[config.mk]
export PLATFORM = sky130hd
export DESIGN_NAME = mmlp_cfg
export DESIGN_NICKNAME = d
export VERILOG_FILES = /design/src/hdl/mmlp_pkg.sv /design/src/hdl/mmlp_cfg.sv
export SDC_FILE = /design/constraint.sdc
export NUM_CORES = 1
export LEC_CHECK = 0
export ABC_CLOCK_PERIOD_IN_PS = 1000
export BUFFER_PORTS_ARGS = -buffer_cell sky130_fd_sc_hd__buf_2
export CAP_MARGIN = 20
export CORE_AREA = 8 8 54 56
export CTS_BUF_LIST = sky130_fd_sc_hd__clkbuf_4 sky130_fd_sc_hd__clkbuf_8 sky130_fd_sc_hd__clkbuf_16
export CTS_CLUSTER_SIZE = 40
export DETAILED_ROUTE_END_ITERATION = 8
export DIE_AREA = 0 0 62 64
export GPL_TIMING_DRIVEN = 0
export PLACE_DENSITY_LB_ADDON = 0.25
export SLEW_MARGIN = 0
export SYNTH_ARGS = -nofsm -noshare
export SYNTH_HDL_FRONTEND = slang
export SYNTH_SLANG_ARGS = --single-unit
[constraint.sdc]
create_clock -name clk -period 1 [get_ports clk]
set_clock_uncertainty 0.15 [all_clocks]
set_input_delay 0.25 -clock clk [delete_from_list [all_inputs] [get_ports clk]]
set_output_delay 0.25 -clock clk [all_outputs]
set_load 0.05 [all_outputs]
[src/hdl/mmlp_pkg.sv]
`timescale 1ns / 1ps
package mmlp_pkg;

  localparam int MAX_FILES   = 1024;
  localparam int MAX_SERVERS = 16;

  localparam int FILE_W     = 16;
  localparam int ADDR_W     = $clog2(MAX_FILES);
  localparam int COUNT_W    = $clog2(MAX_FILES + 1);
  localparam int SRV_W      = 4;
  localparam int SRV_CNT_W  = 5;
  localparam int LOAD_W     = 26;
  localparam int LIMIT_W    = 27;
  localparam int CFG_ADDR_W = 3;
  localparam int CFG_DATA_W = 32;

  localparam logic [0:0]           REG_SERVER_COUNT   = 1'b0;
  localparam logic [SRV_CNT_W-1:0] SERVER_COUNT_RESET = 5'd1;

  typedef enum logic [2:0] {
    ST_IDLE,
    ST_PROBE_INIT,
    ST_PROBE,
    ST_DECIDE,
    ST_EMIT
  } mmlp_state_t;

  typedef struct packed {
    logic              en;
    logic [ADDR_W-1:0] addr;
    logic [FILE_W-1:0] data;
  } mmlp_ram_wr_t;

  typedef struct packed {
    logic              en;
    logic [ADDR_W-1:0] addr;
  } mmlp_ram_rd_t;

endpackage

[src/hdl/mmlp_cfg.sv]
`timescale 1ns / 1ps
module mmlp_cfg (
  input  logic                              clk,
  input  logic                              rst,
  input  logic                              psel,
  input  logic                              penable,
  input  logic                              pwrite,
  input  logic [mmlp_pkg::CFG_ADDR_W-1:0]   paddr,
  input  logic [mmlp_pkg::CFG_DATA_W-1:0]   pwdata,
  output logic [mmlp_pkg::CFG_DATA_W-1:0]   prdata,
  output logic                              pready,
  output logic [mmlp_pkg::SRV_CNT_W-1:0]    server_count
);
  import mmlp_pkg::*;

  logic wr_fire;
  logic sel_server_count;

  // register index sits above the byte offset
  assign sel_server_count = (paddr[CFG_ADDR_W-1] == REG_SERVER_COUNT);
  assign pready  = 1'b1;
  assign wr_fire = psel && penable && pwrite && pready;

  always_ff @(posedge clk) begin
    if (rst) begin
      server_count <= SERVER_COUNT_RESET;
    end else if (wr_fire && sel_server_count) begin
      server_count <= pwdata[SRV_CNT_W-1:0];
    end
  end

  always_comb begin
    prdata = '0;
    if (sel_server_count) begin
      prdata = CFG_DATA_W'(server_count);
    end
  end
endmodule

==> flow_summary_export.csv <==
group,metric,value,unit
place,placed_cell_area,747,um2
yosys,yosysMostFrequentCell,"buf_4",
pwr,power.total,0.000902,W
clocking,clkTransAtPathRegs,0.05,ns
yosys,synth.top_cell.area_share,0.425,
worst_setup_path,rrSetupSlack,0.06,ns
timing,fin_setup_tns,-2.46,ns
global_route,grt_max_degree,11,
clocking,hold_buffers,0,
global_route,grt_antenna_before_repair,0,
place,numPortBuffers,19,
timing,max_clock_freq,779,MHz
finish,largest_register_ffs,5,
clocking,cts_tree,"yes",
yosys,ys_seq_elements,5,
timing,min_period,1.28,ns
yosys,avgSynthCellArea,8.52,um2
finish,post-route-util,0.420,
die,rows,17,
yosys,synth_edf_count,0,
yosys,yosys-top-cells-area,"buf_4 (43%), dfxtp_1 (20%), mux2i_1 (10%)",
die,fp.dieW,62,um
timing,post-route-period-util,1.28,
pwr,powerDensity,1020,nW/um2
place,place.gp.congestion,0.586,
drt,drc,0,
die,die_area,3970,um2
yosys,yosysWarnings,0,
timing,finalWorstSetupSlack,-0.284,ns
worst_setup_path,cp-end-kind,"primary output",
die,initial_core_util,0.235,
die,die_h,64,um
drt,via_count,424,
place,preCtsSetupSlack,-0.282,ns
finish,final_area,885,um2
yosys,yosys.area.top_type,"buf_4",
status,violations,"setup timing",
worst_setup_path,path_class,"flip-flop to primary output",
clocking,cts_sinks,5,
worst_setup_path,arrival,0.88,ns
yosys,synthTopCellsByCount,"buf_4 (28), nand2b_1 (8), and2b_2 (5), dfxtp_1 (5), mux2i_1 (5)",
clocking,clock_path_buffers,2,
yosys,netlist_instances,58,
global_route,grt_pass1_wl,1.97,mm
yosys,synth-main-ff-cell,"dfxtp_1",
timing,report.final.slew_viol_count,0,
clocking,cts_buffers,3,
clocking,htreeDepth,1,
yosys,synth.distinct_cells,10,
yosys,syn_area,494,um2
timing,hold_viol_final,0,
status,outcome,"finished with violations",
die,num_io_pins,78,
flow_run,cap_violations,0,
finish,drive_gt1_frac,0.595,
drt,wl_per_cell,9.41,um
worst_hold_path,hp-class,"input port to flip-flop",
global_route,gr-total-overflow,0,
pwr,vdd_drop_max,0.000398,V
timing,setup_viol,10,
timing,rsz0062_at_grt,"true",
drt,routed_wl,1.31,mm
yosys,seq_area_frac_synth,0.203,
worst_setup_path,crit_chain,"and2b_4 -> buf_6",
finish,top_regs,"server_count x5",
finish,n_antenna_cell,0,
worst_setup_path,start_kind,"flip-flop",
drt,ant_nets,0,
worst_setup_path,max_stage_delay,0.34,ns
finish,areaGrowthSynthToFinish,79.0,%
global_route,grt_pass1_vias,414,
yosys,async_reset_ff_frac,0,
worst_setup_path,crit_buf_inv,1,
finish,fin_nets,152,
drt,dr.pass1.iters,2,
pwr,p_leak,0.489,nW
worst_setup_path,crit_family,"flip-flops",
global_route,groute.usage.overall,0.0680,
worst_setup_path,critical_path.max_fanout,2,
clocking,clock_latency,0.24,ns
worst_setup_path,cp_slowest_cell,"dfxtp_4",
finish,top_register,"server_count",
drt,drt_iter0_drc,8,
worst_setup_path,required,0.60,ns
clocking,root_buffer,"clkbuf_4",
die,core-area,2110,um2
drt,vias_per_cell,3.05,
## kinds of logic (layout without fill, tap and decap cells)
group                  count (synthesis)  after routing  synth area share
buffers and inverters                 30             57             0.456
and+or+nand+nor                       16             16             0.225
other                                  2             28            0.0152
muxes                                  5              5             0.101
DFF                                    5              5             0.203
## per-stage QoR
step,instances,hold WS [ns]
detailed placement,131,0.339
floorplan,84,0.245
finish,139,0.102
global placement,131,0.328
CTS,139,0.0953
global route,139,0.0942
## layout make-up
type | count | area [um2]
buffer | 30 | 225
clock buffer | 4 | 30.0
fill | 216 | 1220
multi-input combinational | 49 | 273
sequential | 5 | 119
tap | 28 | 35.0
timing repair buffer | 23 | 203
## worst register-to-register path: stages (launching register included)
cell and delay [ns]:
dfxtp_4 0.34, buf_6 0.11, buf_4 0.12, nand2b_1 0.06, mux2i_1 0.05
## placed cells by master, fill, tap and decap left out
cell / synthesis / routed
and2b_4: 0 / 5
and4b_1: 1 / 1
buf_1: 1 / 1
buf_2: 0 / 9
buf_4: 28 / 31
buf_6: 1 / 9
buf_8: 0 / 3
clkbuf_4: 0 / 4
conb_1: 2 / 28
dfxtp_4: 0 / 5
mux2i_1: 5 / 5
nand2b_1: 8 / 8
nor2_1: 2 / 2
## metal layers
| layer | vias to the layer above | wire length, um | GRT usage |
|---|---|---|---|
| met5 | - | 0 | 0 |
| met4 | 0 | 14 | 0.0427 |
| met3 | 2 | 245 | 0.0520 |
| met2 | 30 | 636 | 0.102 |
| met1 | 163 | 411 | 0.0625 |
| li1 | 229 | - | - |
## final timing paths
check | cells after the start | startpoint | end
min reg2reg | 2 | server_count[1] | server_count[1]
max reg2reg | 4 | server_count[3] | server_count[3]
min | 3 | pwdata[3] | server_count[3]
max | 2 | server_count[2] | prdata[2]
## where the power goes
part           switching, W  internal (W)
Clock             0.0000904      0.000178
Sequential       0.00000303      0.000194
Combinational      0.000303      0.000133
## what timing repair did
action,in CTS,in global routing
setup buffers,4,0
gates resized for setup,22,3
setup endpoints to repair,10,10
Note: power is estimated with default switching activity, not from simulation.
