`src/hdl/mmlp_pkg.sv`:
```
`timescale 1ns / 1ps
package mmlp_pkg;

  localparam int MAX_FILES   = 1024;
  localparam int MAX_SERVERS = 16;

  localparam int FILE_W     = 16;
  localparam int ADDR_W     = $clog2(MAX_FILES);
  localparam int COUNT_W    = $clog2(MAX_FILES + 1);
  localparam int SRV_W      = 4;
  localparam int SRV_CNT_W  = 5;
  localparam int LOAD_W     = 26;
  localparam int LIMIT_W    = 27;
  localparam int CFG_ADDR_W = 3;
  localparam int CFG_DATA_W = 32;

  localparam logic [0:0]           REG_SERVER_COUNT   = 1'b0;
  localparam logic [SRV_CNT_W-1:0] SERVER_COUNT_RESET = 5'd1;

  typedef enum logic [2:0] {
    ST_IDLE,
    ST_PROBE_INIT,
    ST_PROBE,
    ST_DECIDE,
    ST_EMIT
  } mmlp_state_t;

  typedef struct packed {
    logic              en;
    logic [ADDR_W-1:0] addr;
    logic [FILE_W-1:0] data;
  } mmlp_ram_wr_t;

  typedef struct packed {
    logic              en;
    logic [ADDR_W-1:0] addr;
  } mmlp_ram_rd_t;

endpackage

```
`src/hdl/mmlp_file_if.sv`:
```
`timescale 1ns / 1ps
interface mmlp_file_if;
  import mmlp_pkg::*;

  logic              valid;
  logic              ready;
  logic [FILE_W-1:0] file_size;
  logic              last_file;

  modport source(output valid, file_size, last_file, input ready);
  modport sink(input valid, file_size, last_file, output ready);
endinterface

```
`src/hdl/mmlp_load_if.sv`:
```
`timescale 1ns / 1ps
interface mmlp_load_if;
  import mmlp_pkg::*;

  logic              valid;
  logic              ready;
  logic [SRV_W-1:0]  server_number;
  logic [LOAD_W-1:0] server_load;
  logic              overflow;
  logic              last_server;

  modport source(output valid, server_number, server_load, overflow, last_server, input ready);
  modport sink(input valid, server_number, server_load, overflow, last_server, output ready);
endinterface

```
`src/hdl/mmlp_engine.sv`:
```
`timescale 1ns / 1ps
module mmlp_engine (
  input  logic                             clk,
  input  logic                             rst,
  input  logic [mmlp_pkg::SRV_CNT_W-1:0]   server_count,
  mmlp_file_if.sink                        files,
  mmlp_load_if.source                      loads,
  output mmlp_pkg::mmlp_ram_wr_t           ram_wr,
  output mmlp_pkg::mmlp_ram_rd_t           ram_rd,
  input  logic [mmlp_pkg::FILE_W-1:0]      ram_rdata
);
  import mmlp_pkg::*;

  mmlp_state_t state, state_next;

  logic [COUNT_W-1:0]   file_count;
  logic [COUNT_W-1:0]   proc_idx;
  logic [LOAD_W-1:0]    total_size;
  logic                 overflow_flag;
  logic [SRV_CNT_W-1:0] servers;
  logic [SRV_CNT_W-1:0] emit_idx;
  logic [LIMIT_W-1:0]   search_low;
  logic [LIMIT_W-1:0]   search_high;
  logic [LIMIT_W-1:0]   mid;
  logic [SRV_W-1:0]     srv_idx;
  logic [LOAD_W-1:0]    cur_load;
  logic                 feasible;
  logic [LOAD_W-1:0]    working_loads [MAX_SERVERS];
  logic [LOAD_W-1:0]    best_loads    [MAX_SERVERS];

  logic                 in_fire;
  logic                 store_ok;
  logic [LOAD_W-1:0]    total_next;
  logic [SRV_CNT_W-1:0] active;
  logic [LIMIT_W:0]     mid_sum;
  logic                 range_open;
  logic [COUNT_W-1:0]   proc_next;
  logic [LIMIT_W-1:0]   fit_sum;
  logic                 fits_cur;
  logic                 fits_empty;
  logic                 can_advance;
  logic                 probe_fail;
  logic                 last_proc;
  logic                 out_free;
  logic                 emit_last;

  assign in_fire    = files.valid && files.ready;
  assign store_ok   = file_count < COUNT_W'(MAX_FILES);
  assign total_next = store_ok ? total_size + LOAD_W'(files.file_size) : total_size;

  always_comb begin
    priority if (server_count == '0) begin
      active = SRV_CNT_W'(1);
    end else if (server_count > SRV_CNT_W'(MAX_SERVERS)) begin
      active = SRV_CNT_W'(MAX_SERVERS);
    end else begin
      active = server_count;
    end
  end

  assign mid_sum    = {1'b0, search_low} + {1'b0, search_high};
  assign range_open = search_low <= search_high;

  // greedy fill step: stay on this server, open the next one, or give up
  assign proc_next   = proc_idx + COUNT_W'(1);
  assign last_proc   = proc_next == file_count;
  assign fit_sum     = LIMIT_W'(ram_rdata) + LIMIT_W'(cur_load);
  assign fits_cur    = fit_sum <= mid;
  assign fits_empty  = LIMIT_W'(ram_rdata) <= mid;
  assign can_advance = (SRV_CNT_W'(srv_idx) + SRV_CNT_W'(1)) < servers;
  assign probe_fail  = !fits_cur && !(fits_empty && can_advance);

  assign out_free  = !loads.valid || loads.ready;
  assign emit_last = (emit_idx + SRV_CNT_W'(1)) == servers;

  always_comb begin
    state_next = state;
    unique case (state)
      ST_IDLE: begin
        if (in_fire && files.last_file) state_next = ST_PROBE_INIT;
      end
      ST_PROBE_INIT: begin
        state_next = range_open ? ST_PROBE : ST_EMIT;
      end
      ST_PROBE: begin
        if (probe_fail || last_proc) state_next = ST_DECIDE;
      end
      ST_DECIDE: begin
        state_next = (feasible && mid == '0) ? ST_EMIT : ST_PROBE_INIT;
      end
      ST_EMIT: begin
        if (out_free && emit_last) state_next = ST_IDLE;
      end
      default: state_next = ST_IDLE;
    endcase
  end

  always_comb begin
    files.ready  = 1'b0;
    ram_wr.en    = in_fire && store_ok;
    ram_wr.addr  = file_count[ADDR_W-1:0];
    ram_wr.data  = files.file_size;
    ram_rd.en    = 1'b0;
    ram_rd.addr  = proc_next[ADDR_W-1:0];
    unique case (state)
      ST_IDLE: begin
        files.ready = 1'b1;
      end
      ST_PROBE_INIT: begin
        ram_rd.en   = 1'b1;
        ram_rd.addr = '0;
      end
      ST_PROBE: begin
        ram_rd.en = 1'b1;
      end
      ST_DECIDE, ST_EMIT: begin
      end
      default: begin
      end
    endcase
  end

  always_ff @(posedge clk) begin
    if (rst) begin
      state         <= ST_IDLE;
      file_count    <= '0;
      total_size    <= '0;
      overflow_flag <= 1'b0;
      search_low    <= '0;
      search_high   <= '0;
      feasible      <= 1'b0;
      loads.valid   <= 1'b0;
      for (int i = 0; i < MAX_SERVERS; i++) begin
        best_loads[i] <= '0;
      end
    end else begin
      state <= state_next;
      // the emit phase reloads the output register itself
      if (loads.valid && loads.ready && state != ST_EMIT) loads.valid <= 1'b0;

      unique case (state)
        ST_IDLE: begin
          if (in_fire) begin
            total_size <= total_next;
            if (store_ok) begin
              file_count <= file_count + COUNT_W'(1);
            end else begin
              overflow_flag <= 1'b1;
            end
            if (files.last_file) begin
              servers     <= active;
              search_low  <= '0;
              search_high <= LIMIT_W'(total_next);
            end
          end
        end
        ST_PROBE_INIT: begin
          mid      <= mid_sum[LIMIT_W:1];
          cur_load <= '0;
          srv_idx  <= '0;
          proc_idx <= '0;
          feasible <= 1'b0;
          emit_idx <= '0;
          for (int i = 0; i < MAX_SERVERS; i++) begin
            working_loads[i] <= '0;
          end
        end
        ST_PROBE: begin
          proc_idx <= proc_next;
          feasible <= last_proc && !probe_fail;
          priority if (fits_cur) begin
            cur_load               <= fit_sum[LOAD_W-1:0];
            working_loads[srv_idx] <= fit_sum[LOAD_W-1:0];
          end else if (fits_empty && can_advance) begin
            srv_idx                               <= srv_idx + SRV_W'(1);
            cur_load                              <= LOAD_W'(ram_rdata);
            working_loads[srv_idx + SRV_W'(1)]    <= LOAD_W'(ram_rdata);
          end else begin
          end
        end
        ST_DECIDE: begin
          emit_idx <= '0;
          if (feasible) begin
            for (int i = 0; i < MAX_SERVERS; i++) begin
              best_loads[i] <= working_loads[i];
            end
            if (mid != '0) search_high <= mid - LIMIT_W'(1);
          end else begin
            search_low <= mid + LIMIT_W'(1);
          end
        end
        ST_EMIT: begin
          if (out_free) begin
            loads.valid         <= 1'b1;
            loads.server_number <= emit_idx[SRV_W-1:0];
            loads.server_load   <= best_loads[emit_idx[SRV_W-1:0]];
            loads.overflow      <= overflow_flag;
            loads.last_server   <= emit_last;
            if (emit_last) begin
              file_count    <= '0;
              total_size    <= '0;
              overflow_flag <= 1'b0;
            end else begin
              emit_idx <= emit_idx + SRV_CNT_W'(1);
            end
          end
        end
        default: begin
        end
      endcase
    end
  end
endmodule

```
`src/flat_wrapper.sv`:
```
// flat-port wrapper written by rule: the top's interface ports become plain ports
module mmlp_engine_flat import mmlp_pkg::*;
  (clk, rst, server_count, ram_wr, ram_rd, ram_rdata, files_valid, files_file_size, files_last_file, files_ready, loads_valid, loads_server_number, loads_server_load, loads_overflow, loads_last_server, loads_ready);
  mmlp_file_if files_i ();
  mmlp_load_if loads_i ();
  input  logic clk;
  input  logic rst;
  input  logic [mmlp_pkg::SRV_CNT_W-1:0] server_count;
  output mmlp_pkg::mmlp_ram_wr_t ram_wr;
  output mmlp_pkg::mmlp_ram_rd_t ram_rd;
  input  logic [mmlp_pkg::FILE_W-1:0] ram_rdata;
  input wire logic [$bits(files_i.valid)-1:0] files_valid;
  input wire logic [$bits(files_i.file_size)-1:0] files_file_size;
  input wire logic [$bits(files_i.last_file)-1:0] files_last_file;
  output wire logic [$bits(files_i.ready)-1:0] files_ready;
  output wire logic [$bits(loads_i.valid)-1:0] loads_valid;
  output wire logic [$bits(loads_i.server_number)-1:0] loads_server_number;
  output wire logic [$bits(loads_i.server_load)-1:0] loads_server_load;
  output wire logic [$bits(loads_i.overflow)-1:0] loads_overflow;
  output wire logic [$bits(loads_i.last_server)-1:0] loads_last_server;
  input wire logic [$bits(loads_i.ready)-1:0] loads_ready;
  assign files_i.valid = files_valid;
  assign files_i.file_size = files_file_size;
  assign files_i.last_file = files_last_file;
  assign files_ready = files_i.ready;
  assign loads_valid = loads_i.valid;
  assign loads_server_number = loads_i.server_number;
  assign loads_server_load = loads_i.server_load;
  assign loads_overflow = loads_i.overflow;
  assign loads_last_server = loads_i.last_server;
  assign loads_i.ready = loads_ready;
  mmlp_engine u_core (.clk(clk), .rst(rst), .server_count(server_count), .files(files_i), .loads(loads_i), .ram_wr(ram_wr), .ram_rd(ram_rd), .ram_rdata(ram_rdata));
endmodule
```
`config.mk`:
```
export PLATFORM = sky130hd
export DESIGN_NAME = mmlp_engine_flat
export DESIGN_NICKNAME = d
export VERILOG_FILES = /design/src/hdl/mmlp_pkg.sv /design/src/hdl/mmlp_file_if.sv /design/src/hdl/mmlp_load_if.sv /design/src/hdl/mmlp_engine.sv /design/src/flat_wrapper.sv
export SDC_FILE = /design/constraint.sdc
export NUM_CORES = 2
export LEC_CHECK = 0
export BUFFER_PORTS_ARGS = -buffer_cell sky130_fd_sc_hd__buf_2
export CAP_MARGIN = 20
export CORE_MARGIN = 3
export CORE_UTILIZATION = 50
export CTS_CLUSTER_SIZE = 25
export DETAILED_ROUTE_END_ITERATION = 8
export GPL_TIMING_DRIVEN = 0
export PLACE_DENSITY = 0.7
export SYNTH_ARGS = -nofsm -noshare
export SYNTH_HDL_FRONTEND = slang
export SYNTH_SLANG_ARGS = --single-unit
export TNS_END_PERCENT = 50
```
`constraint.sdc`:
```
create_clock -name clk -period 16.2 [get_ports clk]
set_clock_uncertainty 0.1 [all_clocks]
set_input_delay 1.62 -clock clk [delete_from_list [all_inputs] [get_ports clk]]
set_output_delay 1.62 -clock clk [all_outputs]
set_load 0.02 [all_outputs]
```
==> impl_metrics.yaml <==
synth:
  synth-seq-cells: 1039
  avgSynthCellArea_um2: 13.2
  synth_nets: 3797
  synth_cells: 3611
  synth_top_flop_cell: "edfxtp_1"
  syn_area_um2: 47700
  ys_seq_area_frac: 0.634
  async_flop_share: 0
  yosysWarnings: 0
  synth_cell_type_count: 90
  synth_edf_count: 942
die:
  initial_core_util: 0.508
  die_h_um: 315
  io_pins: 114
  coreArea_um2: 93900
  design.die.area_um2: 99000
  fp-row-count: 112
  die_w_um: 315
finish:
  final_area_um2: 54000
  antenna_cells: 0
  final_layout_size_suffix_gt1_frac: 0.141
  area_growth_pct: 13.3
  final_nets: 4044
  final_core_util: 0.575
grt:
  gr-total-overflow: 0
  grtUsageTotal: 0.228
  antenna_found_initial: 1
  grt_pass1_wl_um: 172000
  grt_max_degree: 71
  grt_pass1_vias: 28500
sta:
  setup-violations-final: 0
  min_period_ps: 8150
  finalCritPeriodShare: 0.503
  slew_headroom: 0.269
  tightest_slew_ps: 1090
  rsz0062_at_grt: "no"
  setup_ws_ps: 8050
  fmax_mhz: 123
  final_hold_viol_count: 0
  drv_slew: 0
  tns_ps: 0
routing:
  vias: 29000
  routed_via_density: 5.58
  route.detailed.drc: 0
  dr.pass1.iters: 6
  wl_per_cell_um: 21.6
  drtIter0Drc: 2507
  antenna_left: 0
  routed_wl_um: 112000
clock_network:
  cts_tree: "yes"
  clock_path_buffers: 3
  post-cts-setup-buffers: 0
  cts_hold_buf: 0
  numCtsBuffers: 103
  clkTransAtPathRegs_ps: 60
  h-tree-depth: 3
  cts.repair.resized: 0
  clock_latency_ps: 710
  clock_sinks: 1039
  cts_root_buf: "clkbuf_16"
critical_path:
  path_cells: "buf_2 > ha_1 > inv_1 > fa_1 > nor2b_1 > o21a_1 > o21ai_0 > a211oi_1 > o2111ai_1 > a21boi_0 > xor2_1 > ha_1 > and4_1 > a2111oi_0 > o31ai_1 > a2111oi_1 > a21oi_1 > buf_2 > and3_1 > o21a_1 > nand2_1 > clkbuf_1 > nand2_1 > buf_8"
  arrival_ps: 8500
  cp_data_required_time_ps: 16560
  critPathBufInv: 5
  critPathKind: "in -> reg"
  max_stage_delay_ps: 690
  startpoint_type: "input pin"
  critPathTopFamily: "compound AO/OA/AOI/OAI gates"
  crit_slowest_cell: "nand2_1"
  critPathMaxFanout: 15
  critPathCaptureType: "flip-flop"
place:
  io_buffers: 113
  gp_congestion: 0.917
  pre_cts_ws_ps: 7440
  hpwl_um: 83100
  place_area_um2: 50300
pwr:
  powerDensity_nw_per_um2: 136
  p_leak_nw: 19.8
  irDropWorstVdd_mv: 0.115
status:
  status: "completed"
flow_run:
  cap_viol_max_count: 0
worst_hold_path:
  hp-class: "reg -> reg"
==> per-stage QoR <==
step	std cells	power, mW	hold WS [ps]
2_1_floorplan	3611	4.40	309
3_3_place_gp	4978	4.89	330
3_5_place_dp	4999	4.93	339
4_1_cts	5185	7.39	362
5_1_grt	5193	7.67	373
6_report	5193	7.37	356
==> registers in the layout (all words and copies together) (netlist names) <==
signal	cells
u_core.search_high	27
u_core.state	3
u_core.mid	27
u_core.cur_load	26
u_core.search_low	27
u_core.srv_idx	4
u_core.loads.server_number	4
u_core.best_loads	416
u_core.total_size	26
u_core.proc_idx	11
u_core.file_count	11
u_core.loads.last_server	1
u_core.loads.overflow	1
u_core.emit_idx	5
u_core.overflow_flag	1
u_core.servers	5
u_core.feasible	1
u_core.loads.valid	1
u_core.loads.server_load	26
u_core.working_loads	416
==> cell usage after synthesis (15+ instances only) <==
cell | n | area [µm²]
nor2b_1 | 177 | 1110
mux2i_1 | 31 | 310
nand3_1 | 48 | 240
nor3_1 | 28 | 140
inv_1 | 103 | 387
xor2_1 | 53 | 464
nor2_1 | 626 | 2350
a21o_1 | 27 | 203
xnor2_1 | 95 | 832
mux4_2 | 130 | 2930
and2_1 | 277 | 1730
nand2_1 | 129 | 484
buf_2 | 44 | 220
clkbuf_1 | 132 | 495
dfxtp_1 | 97 | 1940
nand4_1 | 21 | 131
a211oi_1 | 16 | 120
o21ai_0 | 44 | 220
ha_1 | 141 | 1760
buf_4 | 29 | 218
and3_1 | 21 | 131
a21oi_1 | 101 | 505
a22oi_1 | 41 | 308
buf_1 | 15 | 56.3
edfxtp_1 | 942 | 28300
==> final cells by class <==
| cell class | count | area, µm² |
|---|---|---|
| Inverter | 105 | 394 |
| Clock inverter | 67 | 802 |
| Fill cell | 7536 | 39900 |
| Multi-Input combinational cell | 2244 | 16000 |
| Clock buffer | 119 | 2700 |
| Sequential cell | 1039 | 30200 |
| Buffer | 223 | 1020 |
| Tap cell | 1254 | 1570 |
| Timing Repair Buffer | 142 | 1250 |
==> power breakdown <==
group	leakage, nW	internal (mW)	total [mW]	switching, mW
combinational	8.12	0.540	1.56	1.02
clock	1.67	1.40	2.46	1.06
sequential	9.96	3.24	3.34	0.107
total	19.8	5.18	7.37	2.19
==> cells in the final DEF, fill, tap and decap left out, types with 11 or more instances in the layout <==
cell type,count
a211oi_1,16
a21o_1,27
a21oi_1,101
a22oi_1,41
a31oi_1,11
and2_1,277
and3_1,21
buf_1,15
buf_16,20
buf_2,158
buf_4,29
bufinv_16,12
clkbuf_1,143
clkbuf_16,104
clkinv_1,28
dfxtp_1,97
edfxtp_1,942
ha_1,141
inv_1,103
mux2i_1,31
mux4_2,130
nand2_1,126
nand2b_1,14
nand3_1,48
nand4_1,21
nor2_1,623
nor2b_1,177
nor3_1,28
nor4_1,14
o211ai_1,11
o21a_1,12
o21ai_0,44
o21bai_1,13
or3_1,11
xnor2_1,95
xor2_1,53
==> cell families after synthesis <==
group                    after synthesis  synth area share
AO/OA/AOI/OAI                        361            0.0512
XOR/XNOR                             150            0.0281
flip-flops                          1039             0.634
AND/OR/NAND/NOR                     1417             0.147
buffers and inverters                328            0.0297
multiplexers                         172            0.0709
adder cells (fa/ha/maj)              144            0.0383
==> worst paths after layout <==
| check | from | end | slack (ps) | cells past startpoint |
|---|---|---|---|---|
| max reg2reg | u_core.cur_load[0] | u_core.working_loads[1][7] | 8800 | 23 |
| max | ram_rdata[0] | u_core.working_loads[1][7] | 8050 | 24 |
| min | u_core.overflow_flag | u_core.loads.overflow | 360 | 0 |
| min reg2reg | u_core.overflow_flag | u_core.loads.overflow | 360 | 0 |
==> metal layers <==
layer	vias up	global-route usage	part of all wire
met4	0	0.0611	0.025
met2	858	0.391	0.50
met5	-	0	0
met3	163	0.0310	0.057
li1	13500	-	-
met1	14500	0.309	0.42
Power figures use the tool's default switching activity.
